### src/rtl/core/sat_pkg.sv
package sat_pkg;

    localparam int CAPACITY = 16;
    localparam int DATA_W   = 32;
    localparam int IDX_W    = $clog2(CAPACITY);
    localparam int CNT_W    = $clog2(CAPACITY + 1);

    typedef enum logic [1:0] {
        MODE_INSERT = 2'd0,
        MODE_LOOKUP = 2'd1,
        MODE_REMOVE = 2'd2
    } t_mode;

    typedef enum logic [1:0] {
        ST_OK    = 2'd0,
        ST_FULL  = 2'd1,
        ST_RANGE = 2'd2
    } t_status;

    // broadcast to every cell of the row
    typedef struct packed {
        logic              insert;
        logic              remove;
        logic [DATA_W-1:0] value;
        logic [IDX_W-1:0]  index;
        logic [CNT_W-1:0]  count;
    } t_cell_ctl;

endpackage

### src/rtl/core/sat_cell.sv
module sat_cell (
    input  logic                      i_clk,
    input  sat_pkg::t_cell_ctl        i_ctl,
    input  logic [sat_pkg::IDX_W-1:0] i_pos,
    input  logic                      i_prev_ge,
    input  logic [sat_pkg::DATA_W-1:0] i_left_entry,
    input  logic [sat_pkg::DATA_W-1:0] i_right_entry,
    output logic                      o_ge,
    output logic [sat_pkg::DATA_W-1:0] o_entry
);
    import sat_pkg::*;

    logic [DATA_W-1:0] r_entry;
    logic [DATA_W-1:0] n_entry;
    logic              in_use;

    // a cell past the count, or holding a value not below the new one, yields
    assign in_use = {1'b0, i_pos} < i_ctl.count;
    assign o_ge   = !in_use || !(r_entry < i_ctl.value);
    assign o_entry = r_entry;

    always_comb begin
        n_entry = r_entry;
        if (i_ctl.insert && o_ge) begin
            n_entry = i_prev_ge ? i_left_entry : i_ctl.value;
        end else if (i_ctl.remove && (i_pos >= i_ctl.index)) begin
            n_entry = i_right_entry;
        end
    end

    always_ff @(posedge i_clk) begin
        r_entry <= n_entry;
    end

endmodule

### src/rtl/core/sorted_array_table.sv
// Sorted table of unsigned 32-bit entries held in a row of shifting cells.
// The result is registered and appears in the cycle after the item is accepted.
// Throughput: one item per cycle while the output is not stalled; every cell compares and shifts in parallel.
// Synchronous active-low reset clears the entry count and output valid;
// entry contents are not reset.
module sorted_array_table (
    input  logic        i_clk,
    input  logic        i_rst_n,
    input  logic        i_valid,
    output logic        o_stall,
    input  logic [1:0]  i_mode,
    input  logic [31:0] i_value,
    input  logic [3:0]  i_index,
    output logic        o_valid,
    input  logic        i_stall,
    output logic [31:0] o_read_data,
    output logic [1:0]  o_status,
    output logic [4:0]  o_count
);
    import sat_pkg::*;

    logic [CNT_W-1:0]  r_count;
    logic [CNT_W-1:0]  n_count;
    logic              r_out_valid;
    logic [DATA_W-1:0] r_read_data;
    logic [DATA_W-1:0] n_read_data;
    t_status           r_status;
    t_status           n_status;
    logic [CNT_W-1:0]  r_out_count;

    logic              accept;
    logic              idx_ok;
    t_cell_ctl         ctl;
    logic [DATA_W-1:0] entry [CAPACITY];
    logic              ge    [CAPACITY];

    assign o_stall = r_out_valid && i_stall;
    assign accept  = i_valid && !o_stall;
    assign idx_ok  = {1'b0, i_index} < r_count;

    always_comb begin
        ctl         = '0;
        ctl.value   = i_value;
        ctl.index   = i_index;
        ctl.count   = r_count;
        n_count     = r_count;
        n_read_data = '0;
        n_status    = ST_OK;
        unique case (t_mode'(i_mode))
            MODE_INSERT: begin
                if (r_count >= CNT_W'(CAPACITY)) begin
                    n_status = ST_FULL;
                end else begin
                    ctl.insert = accept;
                    n_count    = r_count + CNT_W'(1);
                end
            end
            MODE_LOOKUP: begin
                if (idx_ok) begin
                    n_read_data = entry[i_index];
                end else begin
                    n_status = ST_RANGE;
                end
            end
            MODE_REMOVE: begin
                if (idx_ok) begin
                    ctl.remove = accept;
                    n_count    = r_count - CNT_W'(1);
                end else begin
                    n_status = ST_RANGE;
                end
            end
            default: begin
                n_status = ST_OK;
            end
        endcase
    end

    for (genvar k = 0; k < CAPACITY; k++) begin : g_cell
        logic              prev_ge;
        logic [DATA_W-1:0] left_entry;
        logic [DATA_W-1:0] right_entry;

        if (k == 0) begin : g_first
            assign prev_ge    = 1'b0;
            assign left_entry = '0;
        end else begin : g_mid
            assign prev_ge    = ge[k-1];
            assign left_entry = entry[k-1];
        end

        if (k == CAPACITY - 1) begin : g_last
            assign right_entry = '0;
        end else begin : g_inner
            assign right_entry = entry[k+1];
        end

        sat_cell u_cell (
            .i_clk         (i_clk),
            .i_ctl         (ctl),
            .i_pos         (IDX_W'(k)),
            .i_prev_ge     (prev_ge),
            .i_left_entry  (left_entry),
            .i_right_entry (right_entry),
            .o_ge          (ge[k]),
            .o_entry       (entry[k])
        );
    end

    always_ff @(posedge i_clk) begin
        if (!i_rst_n) begin
            r_count     <= '0;
            r_out_valid <= 1'b0;
        end else begin
            if (accept) begin
                r_count     <= n_count;
                r_out_valid <= 1'b1;
            end else if (!i_stall) begin
                r_out_valid <= 1'b0;
            end
        end
    end

    always_ff @(posedge i_clk) begin
        if (accept) begin
            r_read_data <= n_read_data;
            r_status    <= n_status;
            r_out_count <= n_count;
        end
    end

    assign o_valid     = r_out_valid;
    assign o_read_data = r_read_data;
    assign o_status    = r_status;
    assign o_count     = r_out_count;

endmodule
### config.mk
export PLATFORM = sky130hd
export DESIGN_NAME = sorted_array_table
export DESIGN_NICKNAME = d
export VERILOG_FILES = /design/src/rtl/core/sat_pkg.sv /design/src/rtl/core/sat_cell.sv /design/src/rtl/core/sorted_array_table.sv
export SDC_FILE = /design/constraint.sdc
export NUM_CORES = 2
export LEC_CHECK = 0
export BUFFER_PORTS_ARGS = -buffer_cell sky130_fd_sc_hd__buf_2
export CELL_PAD_IN_SITES_DETAIL_PLACEMENT = 1
export CELL_PAD_IN_SITES_GLOBAL_PLACEMENT = 1
export CORE_MARGIN = 2
export CORE_UTILIZATION = 30
export DETAILED_ROUTE_END_ITERATION = 12
export PLACE_DENSITY = 0.59
export SLEW_MARGIN = 20
export SYNTH_ARGS = -nofsm -noshare
export SYNTH_HDL_FRONTEND = slang
export SYNTH_HIERARCHICAL = 1
export SYNTH_SLANG_ARGS = --single-unit
### constraint.sdc
create_clock -name i_clk -period 5.75 [get_ports i_clk]
set_clock_uncertainty 0.1 [all_clocks]
set_input_delay 0.2875 -clock i_clk [delete_from_list [all_inputs] [get_ports i_clk]]
set_output_delay 0.2875 -clock i_clk [all_outputs]
set_load 0.005 [all_outputs]
# Word level (Yosys, flattened, before mapping)
# Index checks and enable logic that the tools add are counted.
# op_classes
eq_ne,3
magnitude_cmp,51
bitwise,1
reduce_logical,102
n_mux,62
addsub,2
# op_table
operator,n
$mux W32,49
$lt A32 B32 Y1,16
$bmux W32 S4,1
$lt A4 B5 Y1 const A,8
$logic_and A1 B1 Y1,34
$logic_not A1 Y1,33
$ge A4 B4 Y1 const A,8
$reduce_bool A2 Y1,16
$lt A3 B5 Y1 const A,4
$ge A3 B4 Y1 const A,4
$logic_or A1 B1 Y1,16
$ge A5 B5 Y1 const B,2
$lt A1 B5 Y1 const A,2
$lt A2 B5 Y1 const A,2
$mux W5,2
$pmux W5 S2,1
$ge A1 B4 Y1 const A,2
$ge A2 B4 Y1 const A,2
$mux W1,7
$add A5 B1 Y5 const B,1
$lt A4 B5 Y1,1
$not A4 Y5,1
$sub A5 B1 Y5 const B,1
$pmux W2 S2,1
other kinds (7),7
# totals
reg_bits,557
output_inout_bits,41
elab_cells,242
in_bits,42

# Longest topological paths before layout
# logic_depth
ltp_word,8
mapped_depth,12

# Cells and area by module
# The synthesis kept the hierarchy.
# modules_own_cells
module,cells_each,n_inst,area_each_um2
sat_cell,275,16,2770.2
sorted_array_table,405,1,5879.4

# Worst setup path before layout
# OpenSTA, ideal clock, no wires.
# synth_timing
path_type,register to register
from,reg r_count[2]
to,"reg g_cell[0].u_cell.r_entry[0], enable pin"
required_ns,5.256
stages_incl_launch_ff,10
synth_period_minus_slack_ns,3.553
t_arrival_ns,3.059
setup_slack_ns,2.197
setup_ns,0.394
path_cell_list,dfxtp_1 -> clkbuf_1 -> inv_1 -> ha_1 -> a21o_1 -> a31o_2 -> a31oi_1 -> and2_1 -> o21ai_0 -> nand2b_1
# synth_rtl
element,line_no,text
start: declaration,sorted_array_table.sv:22,logic [CNT_W-1:0] r_count;
start signal: assignment,sorted_array_table.sv:116,r_count <= n_count;
end signal: assignment,sat_cell.sv:32,r_entry <= n_entry;
end: declaration,sat_cell.sv:13,logic [DATA_W-1:0] r_entry;

==> flow_summary.yaml <==
timing:
  maxSlewHeadroom_pct: 39.27
  tns_ns: 0
  timing.fmax_mhz: 240.2
  whs_ns: 0.1364
  setup_slack_ns: 1.587
  slew_viol_final: 0
  setup_viol: 0
  rsz0062_at_grt: "false"
  report.final.hold_viol_count: 0
  layout_min_cycle_time_ns: 4.163
  worst_pin_slew_ns: 0.9110
  period_share_pct: 72.39
clock_tree:
  cts_root_buf: "clkbuf_16"
  post_cts_resized: 0
  clkLatencyLatePin_ns: 0.67
  cts.hold.buffers_added: 5
  cts_buffers: 73
  post_cts_buffers: 0
  cts.htree.levels: 3
  clock_path_buffers: 3
  clk_pin_slew_worst_paths_ns: 0.06
  clkSinkCount: 557
  cts_tree: "built"
floorplan:
  coreArea_sq_um: 166700
  ios: 83
  rows: 150
  die_area_sq_um: 170600
  floorplan.initialDensity_pct: 30.12
  die_w_um: 413.1
  chipHeight_um: 413.1
critical_path:
  crit_family: "simple AND/OR/NAND/NOR gates"
  r2r_start: "r_count[1]"
  crit_chain: "inv_1 -> ha_1 -> a21o_1 -> a31o_2 -> a31oi_1 -> and2_1 -> o21ai_0 -> nand2b_2"
  critPathMaxStageDelay_ns: 0.79
  timing.rr.end: "g_cell[0].u_cell/o_entry[9]"
  cp-start-kind: "flop"
  worst_path_max_delay_cell: "dfxtp_1"
  end_kind: "flop"
  regToRegSetupSlack_ns: 1.59
  r2r_cells: 8
  cp.required_ns: 5.94
  crit_type: "reg -> reg"
  crit_path_max_fanout: 32
  worst-path-buf-inv: 1
  cp.arrival_ns: 4.35
drt:
  wl_per_cell_um: 20.36
  routed_wl_mm: 148.2
  vias_per_cell: 4.993
  drc: 0
  first_pass_iters: 7
  initialDrtViolationCount: 1946
  vias: 36350
  ant_nets: 0
placement:
  dp_hpwl_mm: 121.9
  dp_slack_ns: 1.518
  gp_congestion: 0.8404
  portBuffers: 82
  placed_area_sq_um: 53520
min_path:
  min_path_type: "in -> reg"
  hold_end: "r_count[3]"
  worstHoldPathCells: 4
  worstHoldStart: "i_stall"
synthesis:
  syn_inst: 4804
  syn_area_sq_um: 50200
  yosysWarningCount: 6
  synth.avg_cell_area_sq_um: 10.45
global_routing:
  grt_pass1_wl_mm: 227.0
  antenna_found_initial: 5
  grt_max_degree: 67
  overflow: 0
  grt_pass1_vias: 38120
  track_usage_pct: 17.23
status:
  outcome: "complete, no violations"
run:
  cap_violations: 0
cells_and_area:
  syn_to_final_growth_pct: 11.51
  layout-drive-gt1-share_pct: 19.65
  finish.instance_area_sq_um: 55980
  layout_commonest_cell: "inv_1"
  final_nets: 5676
  final_cell_mix: "650 x inv_1, 644 x nand2_1, 617 x ha_1"
power_and_ir_drop:
  ir_drop_uv: 199.6
  p_per_area_nw_per_um2: 224.7
  p_leak_uw: 0.02417
## routing by layer
metal	wire, um	share of wire [%]	GRT usage [%]	up-vias
met5	48	0.032	0	-
met4	3751	2.5	5.135	10
met3	4253	2.9	1.709	154
met2	67210	45	27.94	474
met1	72930	49	24.14	18010
li1	-	-	-	17700
## report_power, final
group / internal [uW] / switching, uW / leakage [uW]
combinational: 1230 / 1680 / 0.0179
clock: 2790 / 1940 / 0.00118
sequential: 4720 / 218 / 0.00512
## metrics by stage
step	std cells	utilization [%]	total power (uW)
2_1_floorplan	4995	-	7048
3_3_place_gp	7141	32.11	7812
3_5_place_dp	7141	32.11	7922
4_1_cts	7278	33.58	12730
5_1_grt	7278	33.58	13220
6_report	7280	33.59	12580
## layout make-up
class	count	area, sq um
clock inverter	47	491.7
antenna	2	5.005
fill	18830	110700
tap	2204	2758
clock buffer	85	1914
inverter	651	2444
sequential	557	16670
timing repair buffer	151	975.9
multi-input combinational	3583	30720
## tightest hold or removal path, cell delays in order
cell	delay, ns
buf_2	0.07
nand2_1	0.07
nand2_1	0.28
o41ai_1	0.13
## registers in the layout (all words and copies together), names as in the netlist
name / cells
o_status: 2
g_cell.u_cell/o_entry: 512
o_valid: 1
o_read_data: 32
o_count: 5
r_count: 5
## worst max-delay path by stage
stage / slack, ns / start / depth (start not counted) / end
2_1_floorplan: 2.20 / r_count[2] / 9 / g_cell[0].u_cell/o_entry[0]
3_3_place_gp: 1.50 / i_mode[0] / 9 / g_cell[14].u_cell/o_entry[6]
3_5_place_dp: 1.52 / r_count[1] / 8 / g_cell[0].u_cell/o_entry[6]
4_1_cts: 1.52 / r_count[1] / 8 / g_cell[0].u_cell/o_entry[20]
5_1_grt: 1.26 / r_count[1] / 8 / g_cell[4].u_cell/o_entry[10]
6_report: 1.59 / r_count[1] / 8 / g_cell[0].u_cell/o_entry[9]
(Power assumes the default switching activity.)
